## src/rtl/core/alarm_sequence_pulser_top_defines.svh

```systemverilog
// ----------------------------------------------------------------------------
// alarm sequence pulser assertion macros
// shared concurrent check forms used at the end of the top level
// ----------------------------------------------------------------------------
`ifndef ALARM_SEQUENCE_PULSER_TOP_DEFINES_SVH
`define ALARM_SEQUENCE_PULSER_TOP_DEFINES_SVH

// antecedent and consequent in the same cycle
`define ASP_ASSERT_SAME(label, clk, rst_n, ante, cons) \
  label: assert property (@(posedge clk) disable iff (!rst_n) (ante) |-> (cons)) \
    else $error("asp: same-cycle check failed");

// consequent in the cycle after the antecedent
`define ASP_ASSERT_NEXT(label, clk, rst_n, ante, cons) \
  label: assert property (@(posedge clk) disable iff (!rst_n) (ante) |=> (cons)) \
    else $error("asp: next-cycle check failed");

`endif

```

## src/rtl/core/asp_pkg.sv

```systemverilog
`timescale 1ns / 1ps
`default_nettype none
// ----------------------------------------------------------------------------
// asp_pkg
// types, constants and register codes of the alarm sequence pulser
// ----------------------------------------------------------------------------
package asp_pkg;

  localparam int NUM_SEQUENCES = 4;
  localparam int TIME_WIDTH    = 16;
  localparam int CNT_W         = TIME_WIDTH + 2;
  localparam int SEQ_W         = (NUM_SEQUENCES > 2) ? $clog2(NUM_SEQUENCES) : 1;
  localparam int SEL_W         = 2;
  localparam int CFG_W         = 16;
  localparam int CFG_IDX_W     = 3;
  localparam int FUNC_W        = 3;

  localparam logic [CNT_W-1:0] COUNT_MAX = {CNT_W{1'b1}};

  // configuration register indexes
  localparam logic [CFG_IDX_W-1:0] REG_ON_TIME_1        = 3'd0;
  localparam logic [CFG_IDX_W-1:0] REG_OFF_TIME_1       = 3'd1;
  localparam logic [CFG_IDX_W-1:0] REG_ON_TIME_2        = 3'd2;
  localparam logic [CFG_IDX_W-1:0] REG_OFF_TIME_2       = 3'd3;
  localparam logic [CFG_IDX_W-1:0] REG_ON_TIME_3        = 3'd4;
  localparam logic [CFG_IDX_W-1:0] REG_OFF_TIME_3       = 3'd5;
  localparam logic [CFG_IDX_W-1:0] REG_RELAY_ACTIVE_LOW = 3'd6;

  // item function codes
  localparam logic [FUNC_W-1:0] FUNC_TICK    = 3'd0;
  localparam logic [FUNC_W-1:0] FUNC_ABOVE   = 3'd1;
  localparam logic [FUNC_W-1:0] FUNC_BELOW   = 3'd2;
  localparam logic [FUNC_W-1:0] FUNC_OUTSIDE = 3'd3;
  localparam logic [FUNC_W-1:0] FUNC_FLAG    = 3'd4;

  typedef struct packed {
    logic [FUNC_W-1:0]   func;
    logic signed [15:0]  reading;
    logic signed [15:0]  threshold;
    logic signed [15:0]  range_min;
    logic signed [15:0]  range_max;
    logic [SEL_W-1:0]    sequence_select;
  } in_item_t;

  typedef struct packed {
    logic             relay_on;
    logic             pin_level;
    logic             alarm_idle;
    logic [SEL_W-1:0] playing_sequence;
  } out_item_t;

  typedef struct packed {
    logic [NUM_SEQUENCES-1:0][TIME_WIDTH-1:0] on_time;
    logic [NUM_SEQUENCES-1:0][TIME_WIDTH-1:0] off_time;
    logic                                     relay_active_low;
  } cfg_regs_t;

  // decoded transaction kind and condition outcome
  typedef struct packed {
    logic is_tick;
    logic apply;
    logic hit;
  } cond_res_t;

  function automatic logic [TIME_WIDTH-1:0] to_time(input logic [CFG_W-1:0] d);
    logic [CFG_W+TIME_WIDTH-1:0] ext;
    ext = {{TIME_WIDTH{1'b0}}, d};
    return ext[TIME_WIDTH-1:0];
  endfunction

endpackage
`default_nettype wire

```

## src/rtl/core/asp_cfg_regs.sv

```systemverilog
`timescale 1ns / 1ps
`default_nettype none
// ----------------------------------------------------------------------------
// asp_cfg_regs
// sequence timing and relay polarity registers behind the write port
// ----------------------------------------------------------------------------
module asp_cfg_regs (
  input  wire logic                           clk,
  input  wire logic                           rst_n,
  input  wire logic                           cfg_we,
  input  wire logic [asp_pkg::CFG_IDX_W-1:0]  cfg_index,
  input  wire logic [asp_pkg::CFG_W-1:0]      cfg_wdata,
  output asp_pkg::cfg_regs_t                  cfg
);

  asp_pkg::cfg_regs_t cfg_r, cfg_nxt;
  logic                        time_we;
  logic                        time_off;
  logic [asp_pkg::SEL_W-1:0]   time_seq;
  logic                        pol_we;

  always_comb begin
    time_we  = 1'b0;
    time_off = 1'b0;
    time_seq = '0;
    pol_we   = 1'b0;
    case (cfg_index)
      asp_pkg::REG_ON_TIME_1: begin
        time_we = 1'b1; time_seq = 2'd1;
      end
      asp_pkg::REG_OFF_TIME_1: begin
        time_we = 1'b1; time_seq = 2'd1; time_off = 1'b1;
      end
      asp_pkg::REG_ON_TIME_2: begin
        time_we = 1'b1; time_seq = 2'd2;
      end
      asp_pkg::REG_OFF_TIME_2: begin
        time_we = 1'b1; time_seq = 2'd2; time_off = 1'b1;
      end
      asp_pkg::REG_ON_TIME_3: begin
        time_we = 1'b1; time_seq = 2'd3;
      end
      asp_pkg::REG_OFF_TIME_3: begin
        time_we = 1'b1; time_seq = 2'd3; time_off = 1'b1;
      end
      asp_pkg::REG_RELAY_ACTIVE_LOW: begin
        pol_we = 1'b1;
      end
      default: begin
        time_we = 1'b0;
      end
    endcase
  end

  always_comb begin
    cfg_nxt = cfg_r;
    if (cfg_we) begin
      // sequence 0 is fixed, so its slot is never written
      for (int k = 1; k < asp_pkg::NUM_SEQUENCES; k++) begin
        if (time_we && time_seq == asp_pkg::SEL_W'(k)) begin
          if (time_off) begin
            cfg_nxt.off_time[k] = asp_pkg::to_time(cfg_wdata);
          end else begin
            cfg_nxt.on_time[k] = asp_pkg::to_time(cfg_wdata);
          end
        end
      end
      if (pol_we) begin
        cfg_nxt.relay_active_low = cfg_wdata[0];
      end
    end
  end

  always_ff @(posedge clk) begin
    if (!rst_n) begin
      cfg_r <= '0;
    end else begin
      cfg_r <= cfg_nxt;
    end
  end

  assign cfg = cfg_r;

endmodule
`default_nettype wire

```

## src/rtl/core/asp_cond_eval.sv

```systemverilog
`timescale 1ns / 1ps
`default_nettype none
// ----------------------------------------------------------------------------
// asp_cond_eval
// decodes the transaction kind and evaluates the alarm condition
// ----------------------------------------------------------------------------
module asp_cond_eval (
  input  wire asp_pkg::in_item_t  item,
  output asp_pkg::cond_res_t      res
);

  logic sel_ok;
  logic above, below, outside, flag;

  assign sel_ok  = {1'b0, item.sequence_select} < (asp_pkg::SEL_W + 1)'(asp_pkg::NUM_SEQUENCES);
  assign above   = $signed(item.reading) > $signed(item.threshold);
  assign below   = $signed(item.reading) < $signed(item.threshold);
  assign outside = ($signed(item.reading) < $signed(item.range_min)) ||
                   ($signed(item.reading) > $signed(item.range_max));
  assign flag    = item.threshold != 16'sd0;

  always_comb begin
    res = '0;
    case (item.func)
      asp_pkg::FUNC_TICK: begin
        res.is_tick = 1'b1;
      end
      asp_pkg::FUNC_ABOVE: begin
        res.apply = sel_ok; res.hit = above;
      end
      asp_pkg::FUNC_BELOW: begin
        res.apply = sel_ok; res.hit = below;
      end
      asp_pkg::FUNC_OUTSIDE: begin
        res.apply = sel_ok; res.hit = outside;
      end
      asp_pkg::FUNC_FLAG: begin
        res.apply = sel_ok; res.hit = flag;
      end
      // unused codes leave the state alone
      default: begin
        res = '0;
      end
    endcase
  end

endmodule
`default_nettype wire

```

## src/rtl/core/asp_seq_core.sv

```systemverilog
`timescale 1ns / 1ps
`default_nettype none
// ----------------------------------------------------------------------------
// asp_seq_core
// sequence state, elapsed tick counter and relay level
// ----------------------------------------------------------------------------
module asp_seq_core (
  input  wire logic                       clk,
  input  wire logic                       rst_n,
  input  wire logic                       step,
  input  wire asp_pkg::cond_res_t         cond,
  input  wire logic [asp_pkg::SEL_W-1:0]  sel,
  input  wire asp_pkg::cfg_regs_t         cfg,
  output asp_pkg::out_item_t              result
);

  logic                               idle_r, idle_nxt;
  logic [asp_pkg::SEQ_W-1:0]          seq_r, seq_nxt;
  logic [asp_pkg::CNT_W-1:0]          cnt_r, cnt_nxt;
  logic                               relay_r, relay_nxt;

  logic [asp_pkg::TIME_WIDTH-1:0]     on_t, off_t;
  logic [asp_pkg::TIME_WIDTH:0]       period;
  logic [asp_pkg::CNT_W-1:0]          cnt_inc;
  logic [asp_pkg::SEQ_W-1:0]          sel_idx;

  assign on_t    = cfg.on_time[seq_r];
  assign off_t   = cfg.off_time[seq_r];
  assign period  = {1'b0, on_t} + {1'b0, off_t};
  assign cnt_inc = (cnt_r == asp_pkg::COUNT_MAX) ? cnt_r : cnt_r + asp_pkg::CNT_W'(1);
  assign sel_idx = sel[asp_pkg::SEQ_W-1:0];

  always_comb begin
    idle_nxt  = idle_r;
    seq_nxt   = seq_r;
    cnt_nxt   = cnt_r;
    relay_nxt = relay_r;
    if (cond.is_tick) begin
      if (idle_r) begin
        relay_nxt = 1'b0;
        cnt_nxt   = '0;
      end else if (seq_r == '0 || off_t == '0) begin
        relay_nxt = 1'b1;
        cnt_nxt   = '0;
      end else if (cnt_r < asp_pkg::CNT_W'(on_t)) begin
        relay_nxt = 1'b1;
        cnt_nxt   = cnt_inc;
      end else if (cnt_r < asp_pkg::CNT_W'(period)) begin
        relay_nxt = 1'b0;
        cnt_nxt   = cnt_inc;
      end else begin
        // restart tick, relay holds its level
        cnt_nxt = '0;
      end
    end else if (cond.apply) begin
      if (cond.hit) begin
        seq_nxt  = sel_idx;
        idle_nxt = 1'b0;
      end else if (!idle_r && seq_r == sel_idx) begin
        idle_nxt = 1'b1;
      end
    end
  end

  always_ff @(posedge clk) begin
    if (!rst_n) begin
      idle_r  <= 1'b1;
      seq_r   <= '0;
      cnt_r   <= '0;
      relay_r <= 1'b0;
    end else if (step) begin
      idle_r  <= idle_nxt;
      seq_r   <= seq_nxt;
      cnt_r   <= cnt_nxt;
      relay_r <= relay_nxt;
    end
  end

  always_comb begin
    result.relay_on         = relay_nxt;
    result.pin_level        = relay_nxt ^ cfg.relay_active_low;
    result.alarm_idle       = idle_nxt;
    result.playing_sequence = idle_nxt ? '0 : asp_pkg::SEL_W'(seq_nxt);
  end

endmodule
`default_nettype wire

```

## src/rtl/core/alarm_sequence_pulser_top.sv

```systemverilog
`timescale 1ns / 1ps
`default_nettype none
`include "alarm_sequence_pulser_top_defines.svh"
// ----------------------------------------------------------------------------
// alarm_sequence_pulser_top
// alarm relay pulser: conditions pick or release a sequence, ticks play it
// ----------------------------------------------------------------------------
//  channel   direction  handshake            payload
//  in_       input      in_valid / in_stall   asp_pkg::in_item_t
//  out_      output     out_valid / out_stall asp_pkg::out_item_t
//  cfg_      input      cfg_we                cfg_index, cfg_wdata
//
//  one transaction per cycle sustained while the result is not stalled; from
//  input acceptance to result valid: input register, then result register
//  the state update and result come from one pass of compares and one
//  counter increment between the two registers
//  rst_n is synchronous, active low; clears the handshake and the state
//  a stalled result blocks the result register; one more input transaction
//  is held in the input register before in_stall rises
// ----------------------------------------------------------------------------
module alarm_sequence_pulser_top (
  input  wire logic                           clk,
  input  wire logic                           rst_n,
  // input transactions
  input  wire logic                           in_valid,
  output logic                                in_stall,
  input  wire asp_pkg::in_item_t              in_item,
  // result transactions
  output logic                                out_valid,
  input  wire logic                           out_stall,
  output asp_pkg::out_item_t                  out_item,
  // configuration writes
  input  wire logic                           cfg_we,
  input  wire logic [asp_pkg::CFG_IDX_W-1:0]  cfg_index,
  input  wire logic [asp_pkg::CFG_W-1:0]      cfg_wdata
);

  // input register
  logic                 in_valid_r, in_valid_nxt;
  asp_pkg::in_item_t    in_item_r;
  // result register
  logic                 out_valid_r, out_valid_nxt;
  asp_pkg::out_item_t   out_item_r;

  logic                 advance;
  logic                 in_take;
  asp_pkg::cfg_regs_t   cfg;
  asp_pkg::cond_res_t   cond;
  asp_pkg::out_item_t   result;

  // the held transaction moves on when the result register is free or draining
  assign advance  = in_valid_r && (!out_valid_r || !out_stall);
  assign in_stall = in_valid_r && !advance;
  assign in_take  = in_valid && !in_stall;

  assign in_valid_nxt  = in_take || (in_valid_r && !advance);
  assign out_valid_nxt = advance || (out_valid_r && out_stall);

  always_ff @(posedge clk) begin
    if (!rst_n) begin
      in_valid_r  <= 1'b0;
      out_valid_r <= 1'b0;
    end else begin
      in_valid_r  <= in_valid_nxt;
      out_valid_r <= out_valid_nxt;
    end
  end

  // payload registers carry no reset
  always_ff @(posedge clk) begin
    if (in_take) begin
      in_item_r <= in_item;
    end
    if (advance) begin
      out_item_r <= result;
    end
  end

  asp_cfg_regs u_cfg (
    .clk       (clk),
    .rst_n     (rst_n),
    .cfg_we    (cfg_we),
    .cfg_index (cfg_index),
    .cfg_wdata (cfg_wdata),
    .cfg       (cfg)
  );

  // condition compares on the held transaction
  asp_cond_eval u_cond (
    .item (in_item_r),
    .res  (cond)
  );

  // sequence state steps once per transaction that moves to the result side
  asp_seq_core u_core (
    .clk    (clk),
    .rst_n  (rst_n),
    .step   (advance),
    .cond   (cond),
    .sel    (in_item_r.sequence_select),
    .cfg    (cfg),
    .result (result)
  );

  assign out_valid = out_valid_r;
  assign out_item  = out_item_r;

  // stall only while a transaction sits in the input register
  `ASP_ASSERT_SAME(a_stall_has_data, clk, rst_n, in_stall, in_valid_r)
  // a transaction that moves on always shows up as a result
  `ASP_ASSERT_NEXT(a_advance_gives_result, clk, rst_n, advance, out_valid_r)
  // a blocked transaction is kept, not dropped
  `ASP_ASSERT_NEXT(a_blocked_kept, clk, rst_n, in_valid_r && !advance, in_valid_r)

endmodule
`default_nettype wire

```

## config.mk

```make
export PLATFORM = sky130hd
export DESIGN_NAME = alarm_sequence_pulser_top
export DESIGN_NICKNAME = d
export VERILOG_FILES = /design/src/rtl/core/asp_pkg.sv /design/src/rtl/core/asp_cfg_regs.sv /design/src/rtl/core/asp_cond_eval.sv /design/src/rtl/core/asp_seq_core.sv /design/src/rtl/core/alarm_sequence_pulser_top.sv
export VERILOG_INCLUDE_DIRS = /design/src /design/src/rtl/core
export SDC_FILE = /design/constraint.sdc
export NUM_CORES = 1
export LEC_CHECK = 0
export BUFFER_PORTS_ARGS = -buffer_cell sky130_fd_sc_hd__buf_2
export CORE_UTILIZATION = 57
export CTS_CLUSTER_DIAMETER = 120
export DETAILED_ROUTE_END_ITERATION = 8
export PLACE_DENSITY_LB_ADDON = 0.05
export SLEW_MARGIN = 0
export SYNTH_ARGS = -nofsm -noshare
export SYNTH_HDL_FRONTEND = slang
export SYNTH_SLANG_ARGS = --single-unit
```

## constraint.sdc

```tcl
create_clock -name clk -period 11.4 [get_ports clk]
set_input_delay 2.28 -clock clk [delete_from_list [all_inputs] [get_ports clk]]
set_output_delay 2.28 -clock clk [all_outputs]
set_load 0.01 [all_outputs]
```

Word-level counts from Yosys, hierarchy flattened. Index checks and enable logic that the tools add are counted.

Memory bits (writable): 0. Memories: 0. Flip-flop bits (word level): 195. Bits in latches: 0. Output and inout bits: 7. Bits of input ports: 93. Bits in read-only memories: 0.

Add/sub/neg operators: 2. Reductions and logical operators: 36. Bitwise gates (word level): 2. Equal/unequal tests: 15. $mul: 0. Multiplexer cells: 27. Div/mod/pow operators: 0. Order comparisons: 7. Shift operators: 0.

Operator list (number): $mux 18 (5); $bmux 16 s2 (2); $gt 16x16->1 (2); $lt 16x16->1 (2); $mux 16 (2); $add 18x1->18 const B (1); $eq 18x18->1 const B (1); $lt 18x16->1 (1); $lt 18x17->1 (1); $reduce_and 3->1 (6); $add 16x16->17 (1); $logic_not 16->1 (1); $reduce_bool 16->1 (1); $mux 1 (13); $eq 3x2->1 const B (4); $eq 3x3->1 const B (4); $logic_and 1x1->1 (8); $pmux 2 s4 (1); $eq 3x1->1 const B (2); $logic_not 3->1 (2); $mux 2 (3); $pmux 2 s3 (1); $reduce_or 2->1 (3); $reduce_or 6->1 (1); 11 further kinds (21).

Depth between registers and ports, before layout. Gate-level depths: netlist (run 1).

Word-level depth: 10. Gate-level depth with buffers: 25. Depth with buffers taken out: 21.

By module. Synthesis (run 1) repeated with hierarchy kept, for this count alone.

Cell total of the unflattened synthesis: 1013. Area total of the unflattened synthesis: 10915.5 µm².

Modules (own cells, without submodules): asp_cfg_regs (seq. area each 1941.9 µm², cells each 372, times used 1, area each 3783.6 µm²); asp_seq_core (seq. area each 440.4 µm², cells each 376, times used 1, area each 3522.1 µm²); alarm_sequence_pulser_top (seq. area each 2262.2 µm², cells each 82, times used 1, area each 2306.0 µm²); asp_cond_eval (seq. area each 0.0 µm², cells each 183, times used 1, area each 1303.8 µm²).

Least setup slack after synthesis (run 1). No wires, ideal clock.

Path kind: input to register. From: input port out_stall. To: register in_item_r[0] (netlist bit), enable pin. Data required time: 10.896 ns. Cell stages on the path: 2. Library setup time: 0.504 ns. Arrival: 5.550 ns. Buffers on the path: 0. Setup slack: 5.346 ns. Cells stage by stage: and3_1 -> nor2b_1.

Longest elaborated chain between the ends: 7.

Ends and longest elaborated chain: start: declaration (line alarm_sequence_pulser_top.sv:30) `input wire logic out_stall,`; $logic_not 1->1 (line alarm_sequence_pulser_top.sv:52) `assign advance = in_valid_r && (!out_valid_r || !out_stall);`; $logic_or 1x1->1 (line alarm_sequence_pulser_top.sv:52); $logic_and 1x1->1 (line alarm_sequence_pulser_top.sv:52); $logic_not 1->1 (line alarm_sequence_pulser_top.sv:53) `assign in_stall = in_valid_r && !advance;`; $logic_and 1x1->1 (line alarm_sequence_pulser_top.sv:53); $logic_not 1->1 (line alarm_sequence_pulser_top.sv:54) `assign in_take = in_valid && !in_stall;`; $logic_and 1x1->1 (line alarm_sequence_pulser_top.sv:54); via in_take (line alarm_sequence_pulser_top.sv:46) `logic in_take;`; end signal: assignment (line alarm_sequence_pulser_top.sv:72) `in_item_r <= in_item;`; end: declaration (line alarm_sequence_pulser_top.sv:40) `asp_pkg::in_item_t in_item_r;`.

The timed path passes the listed nets, and every way through them passes these cells. A chain may end at the register's enable or synchronous reset.

Worst setup path after layout (run 1).
From: register u_core.seq_r[0] (netlist bit). To: register u_core.cnt_r[14] (netlist bit).

Longest elaborated chain between the ends: 8.

Ends and longest elaborated chain: start: declaration (line asp_seq_core.sv:18) `logic [asp_pkg::SEQ_W-1:0] seq_r, seq_nxt;`; start signal: assignment (line asp_seq_core.sv:73) `seq_r <= seq_nxt;`; $bmux 16 s2, on equally long branches (line asp_seq_core.sv:27, asp_seq_core.sv:28); $mux 16, on equally long branches (line asp_seq_core.sv:27, asp_seq_core.sv:28); $add 16x16->17 (line asp_seq_core.sv:29) `assign period = {1'b0, on_t} + {1'b0, off_t};`; $lt 18x17->1 (line asp_seq_core.sv:48) `end else if (cnt_r < asp_pkg::CNT_W'(period)) begin`; $mux 18 (line asp_seq_core.sv:48); $mux 18 (line asp_seq_core.sv:45) `end else if (cnt_r < asp_pkg::CNT_W'(on_t)) begin`; $mux 18 * (line asp_seq_core.sv:42) `end else if (seq_r == '0 || off_t == '0) begin`; $mux 18 * (line asp_seq_core.sv:39) `if (idle_r) begin`; end signal: assignment (line asp_seq_core.sv:74) `cnt_r <= cnt_nxt;`; end: declaration (line asp_seq_core.sv:19) `logic [asp_pkg::CNT_W-1:0] cnt_r, cnt_nxt;`.

Every way passes the cells marked *; elsewhere a longest branch is shown, timed or not. The select of a mux whose other input is x is not followed.

==> impl_metrics.ini, run 1 <==
[worst_setup_path]
endpoint_kind = flip-flop
crit_slowest_cell = nor2b_4
r2r_start = u_core.seq_r[0]$_SDFFE_PN0P_
path_cells = buf_4 > nor2b_4 > a22o_1 > ha_1 > a21o_1 > a311oi_1 > a21oi_1 > a41o_1 > o21ai_0 > o211ai_1 > a21oi_1 > xor2_1 > ha_1 > a21o_1 > a211oi_1 > o21ai_0 > a21o_1 > a211o_4 > or3_1 > nand3_1
rr_endpoint = u_core.cnt_r[14]$_SDFFE_PN0P_
cp_common_cell = a21o_1
crit_family = compound AO/OA/AOI/OAI gates
r2r_setup_slack_ps = 5620
critPathMaxFanout = 38
worstSetupEndpoint = u_core.cnt_r[14]$_SDFFE_PN0P_
crit_path_start_kind = flip-flop
cp_data_required_time_ps = 11780
max_stage_delay_ps = 720
path_buf_inv = 1
path_class = reg -> reg
critPathLaunch = u_core.seq_r[0]$_SDFFE_PN0P_
worst_ep_arrival_time_ps = 6170
reg2reg_depth = 20
cp_num_cells = 20

[sta]
slew_headroom_pct = 25.3
worst_pin_slew_ps = 1120
drv_slew = 0
rsz0062_at_grt = no
timing.final.ws_setup_ps = 5620
final.setup.tns_ps = 0
finalSetupViolCount = 0
finClkSkew_ps = 15.2
post-route-min-period_ps = 5780
fmax_ghz = 0.173
finalCritPeriodShare_pct = 50.7
hold_viol = 0

[clocking]
clkLatencyLatePin_ps = 450
cts_sinks = 195
root_buffer = clkbuf_16
hold_buffers = 0
cts_tree = built
post-cts-setup-buffer-count = 0
cts_made_buffers = 17
htreeDepth = 4
clockBufferDepth = 2
clkTransAtPathRegs_ps = 70
cts_resized = 0

[power]
intPower_w = 0.00109
p_leak_nw = 5.06
p_seq_share_pct = 51.7
pwr-share-comb_pct = 8.2
peakVddDrop_mv = 0.114
switching_share_pct = 25.7
p_per_area_mw_per_mm2 = 127
pwr-share-clk_pct = 40.1
power_w = 0.00147
p_sw_w = 0.000379

[final_layout]
fin_area_sq_mm = 0.0116
nets = 1393
antenna-diode-count = 0
synthToLayoutAreaGrowth_pct = 11.7
layout-drive-gt1-share_pct = 15.3

[synth]
yosysMostFrequentCell = nand2_1
synthMuxAreaShare_pct = 4.28
synth_top_area_share_pct = 23.3
yosys.area_share.adder_pct = 11.6
synth_compound_area_share_pct = 16.0
synth_fp_nets = 1306
async_flop_share_pct = 0
syn_area_sq_mm = 0.0104
dominantRegCellSynth = dfxtp_1
synth_edf_count = 74
yosys_warnings = 0
synth-simple-area-share_pct = 16.8
synth_cells = 1117
ys_ff_latch = 195
syn_avg_cell_area_sq_um = 9.29
synth_area_leaders = dfxtp_1 (23%), edfxtp_1 (21%), ha_1 (11%)
synth_commonest_cells = nand2_1 (247), a21oi_1 (133), dfxtp_1 (121), ha_1 (95), inv_1 (75)
yosysTopAreaCell = dfxtp_1
synth_xor_area_share_pct = 1.69
synth_top_family_by_area = simple AND/OR/NAND/NOR gates
synth_cell_types = 73
seq_area_frac_synth_pct = 44.8

[placed_design]
pre_cts_ws_ps = 5670
place.port_buffers = 99
dpl_cell_area_sq_mm = 0.0110
gp_congestion = 0.867
dp_hpwl_mm = 17.1

[route]
first_pass_iters = 5
viasPerCell = 5.69
drcViolationCount = 0
post_drt_wl_per_cell_um = 16.7
wl_mm = 24.0
ant_nets = 0
dr_total_vias = 8198
drtIter0Drc = 532

[min_path]
hp-class = reg -> reg

[floorplan]
die_w_um = 137
core_sq_mm = 0.0175
row_count = 48
die_y_um = 137
initial_core_util_pct = 59.2
io_pins = 100
die_area_sq_mm = 0.0187

[global_route]
grt_pass1_vias = 7655
grt_overflow = 0
antenna_found_initial = 0
grt_pass1_wl_mm = 38.7
grt_usage_pct = 26.9
grt_max_degree = 103

[flow_run]
max-cap-violations = 0

[run_status]
status = complete, no violations
how the worst min path moves through the flow:
stage,from,endpoint,cells past startpoint
final,u_cfg.cfg[103]$_SDFFE_PN0P_,u_cfg.cfg[103]$_SDFFE_PN0P_,2
after global routing,u_cfg.cfg[103]$_SDFFE_PN0P_,u_cfg.cfg[103]$_SDFFE_PN0P_,2
after CTS,u_cfg.cfg[103]$_SDFFE_PN0P_,u_cfg.cfg[103]$_SDFFE_PN0P_,2
after detailed placement,u_cfg.cfg[126]$_SDFFE_PN0P_,u_cfg.cfg[126]$_SDFFE_PN0P_,2
after global placement,u_cfg.cfg[59]$_SDFFE_PN0P_,u_cfg.cfg[59]$_SDFFE_PN0P_,2
after floorplan,u_cfg.cfg[36]$_SDFFE_PN0P_,u_cfg.cfg[36]$_SDFFE_PN0P_,2
layout by cell type (no fill, tap or decap), types with 23 or more instances in the layout:
cell,count
nor2_1,29
edfxtp_1,74
a21o_1,23
buf_2,99
dfxtp_1,121
a21oi_1,133
mux2_2,23
ha_1,95
inv_1,74
nand2_1,247
nand3_1,23
stage by stage:
| stage | utilization [%] | cells | hold WS (ps) |
|---|---|---|---|
| 2_1_floorplan | - | 1117 | 432 |
| 5_1_grt | 66.1 | 1442 | 476 |
| 6_report | 66.1 | 1442 | 453 |
| 3_5_place_dp | 62.8 | 1410 | 444 |
| 3_3_place_gp | 62.8 | 1410 | 439 |
| 4_1_cts | 66.1 | 1442 | 454 |
routing by layer:
layer	GRT usage, %	up-vias	routed length [um]
met4	7.69	0	298
met5	0	-	0
li1	-	4130	-
met1	39.2	3845	12200
met2	41.0	199	10400
met3	3.96	24	1170
registers in the layout (all words and copies together) (netlist names):
name / count
in_valid_r: 1
in_item_r: 69
out_valid: 1
u_core.seq_r: 2
u_core.idle_r: 1
u_core.cnt_r: 18
u_cfg.cfg: 97
out_item: 5
u_core.relay_r: 1
worst register-to-register path, delay by kind of cell (launching register included):
family / cells / cell delay [ps]
xor+xnor: 1 / 160
fa+ha+maj: 2 / 520
simple gates: 3 / 1200
flops: 1 / 310
buf+inv: 1 / 450
compound gates: 13 / 3090
cells by family (layout without fill, tap and decap cells):
| kind of cell | Yosys count | count (layout) |
|---|---|---|
| DFF | 195 | 195 |
| muxes | 40 | 40 |
| xor gates and xnor gates | 20 | 20 |
| AOI/OAI and AO/OA | 263 | 263 |
| adders and majority gates | 96 | 96 |
| buffers and inverters | 114 | 214 |
| and+or+nand+nor | 389 | 389 |
power by group through the flow:
stage | logic, W | registers [W] | clock network, W
2_1_floorplan | 0.0000758 | 0.000774 | 0
3_3_place_gp | 0.000118 | 0.000777 | 0
3_5_place_dp | 0.000120 | 0.000777 | 0
4_1_cts | 0.000121 | 0.000762 | 0.000598
5_1_grt | 0.000136 | 0.000764 | 0.000624
6_report | 0.000121 | 0.000762 | 0.000591
area by class of cell:
class	instances	area, sq um
Tap cell	225	282
Inverter	75	282
Timing Repair Buffer	107	556
Fill cell	1487	5950
Clock inverter	13	140
Sequential cell	195	4640
Multi-Input combinational cell	808	5240
Clock buffer	19	443
(Power assumes the default switching activity.)
==> inputs of run 2 (changes only) <==
clock period = 5.45 ns   (was 11.4 ns; I/O delays follow)
==> run 2 against run 1 <==
Non-clock buffer count rose by 13. Power rose by 110%. Sequential cell count did not move. Final cell count rose by 1.0%. Combinational power rose by 110%. Sequential power rose by 110%. Clock power rose by 110%. Routed wire length rose by 4.8%. Count of clock-buffer cells in the layout fell by 1. Worst setup slack got worse by 5300 ps.
==> impl_metrics.ini, run 2 (same netlist as run 1, synthesis figures left out) <==
[power]
power_w = 0.00309
p_per_area_mw_per_mm2 = 264
p_leak_nw = 5.13
peakVddDrop_mv = 0.289

[placed_design]
gp_congestion = 0.892
pre_cts_ws_ps = 320
dp_hpwl_mm = 17.8
place.port_buffers = 99

[floorplan]
io_pins = 100
die_area_sq_mm = 0.0187
core_sq_mm = 0.0175
die_y_um = 137
die_w_um = 137
initial_core_util_pct = 59.2
row_count = 48

[route]
viasPerCell = 5.79
ant_nets = 0
post_drt_wl_per_cell_um = 17.3
wl_mm = 25.2
drtIter0Drc = 515
first_pass_iters = 4
dr_total_vias = 8431
drcViolationCount = 0

[final_layout]
antenna-diode-count = 0
final_util_pct = 66.9
nets = 1408
final_common_cell = nand2_1
final_cell_mix = nand2_1 (247), a21oi_1 (132), dfxtp_1 (121)
synthToLayoutAreaGrowth_pct = 13.1
n_fill_cell = 1457
largest_reg_flops = 97
layout-drive-gt1-share_pct = 16.9

[sta]
drv_slew = 0
slew_headroom_pct = 24.2
final.setup.tns_ps = 0
worst_pin_slew_ps = 1130
finalSetupViolCount = 0
post-route-min-period_ps = 5120
finClkSkew_ps = 12.8
finalCritPeriodShare_pct = 93.9
rsz0062_at_grt = no
timing.final.ws_setup_ps = 334
fmax_ghz = 0.195
hold_viol = 0

[worst_setup_path]
worst_ep_arrival_time_ps = 5490
r2r_start = u_core.seq_r[0]$_SDFFE_PN0P_
crit_slowest_cell = fa_1
max_stage_delay_ps = 400
critPathLaunch = u_core.seq_r[0]$_SDFFE_PN0P_
path_class = reg -> reg
path_cells = buf_6 > mux2_2 > a22o_1 > ha_1 > fa_1 > a21o_1 > a21oi_2 > o21ai_0 > nor2b_1 > a41o_1 > o21ba_2 > a311o_1 > xnor2_1 > ha_1 > a21o_1 > a211oi_2 > o21ai_0 > a21o_2 > a211o_4 > or3_1 > nand3_1
path_buf_inv = 1
crit_family = compound AO/OA/AOI/OAI gates
crit_path_start_kind = flip-flop
critPathMaxFanout = 8
cp_data_required_time_ps = 5830
endpoint_kind = flip-flop

[global_route]
grt_pass1_wl_mm = 40.0
antenna_found_initial = 0
grt_max_degree = 103
grt_usage_pct = 28.0
grt_pass1_vias = 7877
grt_overflow = 0

[clocking]
cts_sinks = 195
clockBufferDepth = 2
htreeDepth = 4
root_buffer = clkbuf_16
cts_made_buffers = 17
clkLatencyLatePin_ps = 440
cts_tree = built
hold_buffers = 0
clkTransAtPathRegs_ps = 70

[flow_run]
max-cap-violations = 0

[run_status]
status = complete, no violations

[min_path]
hp-class = reg -> reg
min-delay-start = u_cfg.cfg[97]$_SDFFE_PN0P_
==> run 2: layout make-up <==
cell class | instances | area, sq um | share of cell area [%]
inverter | 75 | 282 | 2.40
tap | 225 | 282 | 2.40
timing repair buffer | 120 | 657 | 5.60
sequential | 195 | 4640 | 39.6
multi-input combinational | 810 | 5290 | 45.1
clock inverter | 14 | 150 | 1.28
clock buffer | 18 | 429 | 3.66
==> run 2: metrics by stage <==
step / instance area [sq um] / hold WS (ps) / instances
final: 11700 / 453 / 1457
after global routing: 11700 / 472 / 1457
after CTS: 11700 / 455 / 1454
after detailed placement: 11100 / 444 / 1422
after global placement: 11100 / 440 / 1422
after floorplan: 10400 / 432 / 1117
==> run 2: path summary, 6_finish.rpt <==
path	endpoint	slack [ps]	depth (start not counted)
max	u_core.cnt_r[14]$_SDFFE_PN0P_	330	21
min reg2reg	u_cfg.cfg[97]$_SDFFE_PN0P_	450	2
max reg2reg	u_core.cnt_r[14]$_SDFFE_PN0P_	330	21
min	u_cfg.cfg[97]$_SDFFE_PN0P_	450	2
==> run 2: metal layers <==
layer	GRT usage [%]	vias to the layer above	share of wire, %
met5	0	-	0
met4	7.45	0	1.4
met3	5.07	26	5.7
met2	44.2	255	45
met1	39.3	3967	48
li1	-	4183	-
==> run 2: what timing repair did <==
| item | 4_1_cts | 5_1_grt |
|---|---|---|
| buffers inserted | 0 | 1 |
| endpoints found under the setup margin | 0 | 15 |
| gates resized for setup | 0 | 9 |
| hold endpoints to repair | 0 | 0 |
==> run 2: power breakdown <==
group | switching, W | internal [W] | leakage, nW
combinational | 0.000156 | 0.000104 | 3.15
sequential | 0.0000290 | 0.00157 | 1.70
clock | 0.000622 | 0.000617 | 0.279
==> run 2: worst min-delay path, stage by stage (launching register included) <==
cell     delay (ps)
dfxtp_1         310
nand2_1          50
a21oi_1          50
==> inputs of run 3 (changes only) <==
SYNTH_HIERARCHICAL = 1   (was default)
==> run 3 against run 2 <==
Combinational power up 67%. Sequential power about the same. Die area up 5.1%. Core utilization fell by 2.2 points. Global-route usage decreased by 3.2 points. First-iteration DRC count decreased by 9.9%. Critical path depth down 2. Synthesized cell count fell by 9.3%. Sequential cell count unchanged. Clock power rose by 5%. Largest cell class unchanged. Highest routed layer unchanged.
==> impl_metrics.ini, run 3 <==
[sta]
final.setup.tns_ps = 0
finalCritPeriodShare_pct = 94.5
rsz0062_at_grt = no
worst_pin_slew_ps = 1200
finalSetupViolCount = 0
hold_viol = 0
post-route-min-period_ps = 5150
fin_hold_ws_ps = 457
slew_headroom_pct = 19.9
finClkSkew_ps = 16.4
fmax_ghz = 0.194
drv_slew = 0

[synth]
synth_commonest_cells = nand2_1 (152), dfxtp_1 (121), mux2i_1 (102), ha_1 (95), edfxtp_1 (74)
synth-simple-area-share_pct = 12.3
synth_cells = 1013
yosys.area_share.adder_pct = 11.1
yosysMostFrequentCell = nand2_1
synthMuxAreaShare_pct = 16.1
synth_area_leaders = dfxtp_1 (22%), edfxtp_1 (20%), ha_1 (11%)
ys_ff_latch = 195
syn_area_sq_mm = 0.0109
synth_compound_area_share_pct = 9.47
seq_area_frac_synth_pct = 42.5
yosysTopAreaCell = dfxtp_1
synth_top_area_share_pct = 22.2
synth_cell_types = 75
dominantRegCellSynth = dfxtp_1
syn_avg_cell_area_sq_um = 10.8
synth_xor_area_share_pct = 1.52
synth_top_family_by_area = multiplexers
synth_edf_count = 74
async_flop_share_pct = 0
yosys_warnings = 6

[worst_setup_path]
max_stage_delay_ps = 540
path_buf_inv = 0
cp_data_required_time_ps = 5640
crit_path_start_kind = flip-flop
worst_ep_arrival_time_ps = 5340
path_class = reg -> reg
crit_slowest_cell = mux4_2
path_cells = mux4_2 > ha_1 > fa_1 > a21oi_1 > o21ai_1 > nor4_2 > o31ai_1 > o41ai_2 > o211a_1 > xor2_1 > ha_1 > o21a_1 > o21ai_1 > o21ai_0 > a211oi_2 > o21ai_4 > a21bo_2 > a32o_1 > xor2_1
critPathMaxFanout = 9
crit_family = compound AO/OA/AOI/OAI gates
endpoint_kind = flip-flop

[route]
drtIter0Drc = 464
first_pass_iters = 5
viasPerCell = 5.62
post_drt_wl_per_cell_um = 17.1
wl_mm = 23.1
ant_nets = 0
drcViolationCount = 0
dr_total_vias = 7598

[clocking]
clkTransAtPathRegs_ps = 80
htreeDepth = 4
clockBufferDepth = 2
hold_buffers = 0
root_buffer = clkbuf_16
clkLatencyLatePin_ps = 440
cts_made_buffers = 17
cts_tree = built
cts_sinks = 195

[floorplan]
initial_core_util_pct = 58.2
die_y_um = 140
core_sq_mm = 0.0188
io_pins = 100
die_w_um = 140
row_count = 50
die_area_sq_mm = 0.0197

[final_layout]
largest_reg_flops = 97
nets = 1294
fin_area_sq_mm = 0.0122
n_fill_cell = 1531
layout-drive-gt1-share_pct = 17.5
synthToLayoutAreaGrowth_pct = 11.4
final_common_cell = nand2_1
final_cell_mix = nand2_1 (152), dfxtp_1 (120), mux2i_1 (102)
finalNonFillerCells = 1353

[global_route]
grt_overflow = 0
grt_max_degree = 68
grt_pass1_vias = 7345
grt_pass1_wl_mm = 37.8
grt_usage_pct = 24.8
antenna_found_initial = 1

[placed_design]
gp_congestion = 0.844
dpl_cell_area_sq_mm = 0.0115
place.port_buffers = 99
dp_cells = 1317
dp_hpwl_mm = 16.6

[power]
p_per_area_mw_per_mm2 = 274
p_leak_nw = 5.59
power_w = 0.00333
peakVddDrop_mv = 0.246

[run_status]
status = complete, no violations

[flow_run]
max-cap-violations = 0

[min_path]
hp-class = reg -> reg
## run 3: what timing repair did
action | in CTS | in global routing
resized for setup | 1 | 3
setup endpoints to repair | 1 | 13
pin swaps | 0 | 1
buffers inserted | 0 | 2
gates cloned | 0 | 1
## run 3: area by class of cell
class                           instances  area [sq um]  share of cell area, %
Timing Repair Buffer                  115           661                   5.43
Inverter                               73           274                   2.25
Sequential cell                       195          4650                   38.2
Multi-Input combinational cell        703          5660                   46.6
Clock buffer                           17           425                   3.50
Clock inverter                         15           190                   1.56
Antenna cell                            1          2.50                 0.0206
Tap cell                              234           293                   2.41
## run 3: path summary, 6_finish.rpt
check / slack (ps) / startpoint / end / cells past startpoint
worst min register to register: 460 / u_cfg/cfg[123]$_SDFFE_PN0P_ / u_cfg/cfg[123]$_SDFFE_PN0P_ / 2
worst min-delay path: 460 / u_cfg/cfg[123]$_SDFFE_PN0P_ / u_cfg/cfg[123]$_SDFFE_PN0P_ / 2
worst max register to register: 300 / u_core/seq_r[0]$_SDFFE_PN0P_ / out_item[3]$_DFFE_PP_ / 19
worst max-delay path: 300 / u_core/seq_r[0]$_SDFFE_PN0P_ / out_item[3]$_DFFE_PP_ / 19
## run 3: cell families after synthesis
family | count (synthesis)
AOI/OAI and AO/OA | 145
xor gates and xnor gates | 19
adders and majority gates | 96
buffers and inverters | 146
DFF | 195
muxes | 134
other | 1
and+or+nand+nor | 277
## run 3: metal layers
| layer | vias up | wire length (um) | share of wire (%) | track usage (%) |
|---|---|---|---|---|
| met5 | - | 0 | 0 | 0 |
| met4 | 0 | 257 | 1.1 | 6.30 |
| li1 | 3809 | - | - | - |
| met1 | 3611 | 11400 | 49 | 35.7 |
| met3 | 13 | 1030 | 4.4 | 3.97 |
| met2 | 165 | 10400 | 45 | 38.8 |
## run 3: worst register-to-register path: stages, from the launching register on
cell and delay, ps:
dfxtp_4 400, mux4_2 550, ha_1 270, fa_1 420
a21oi_1 180, o21ai_1 140, nor4_2 280, o31ai_1 160
o41ai_2 290, o211a_1 250, xor2_1 150, ha_1 240
o21a_1 180, o21ai_1 190, o21ai_0 150, a211oi_2 290
o21ai_4 170, a21bo_2 240, a32o_1 220, xor2_1 140
## run 3: through the flow
step                      utilization (%)  setup WS [ps]
after global routing                 64.8           17.5
after CTS                            64.5            129
after detailed placement             61.2           30.3
after floorplan                         -            147
final                                64.8            298
after global placement               61.2            116
## run 3: where the power goes
group          switching [W]  internal, W
combinational       0.000245     0.000191
sequential         0.0000273      0.00156
clock               0.000660     0.000640
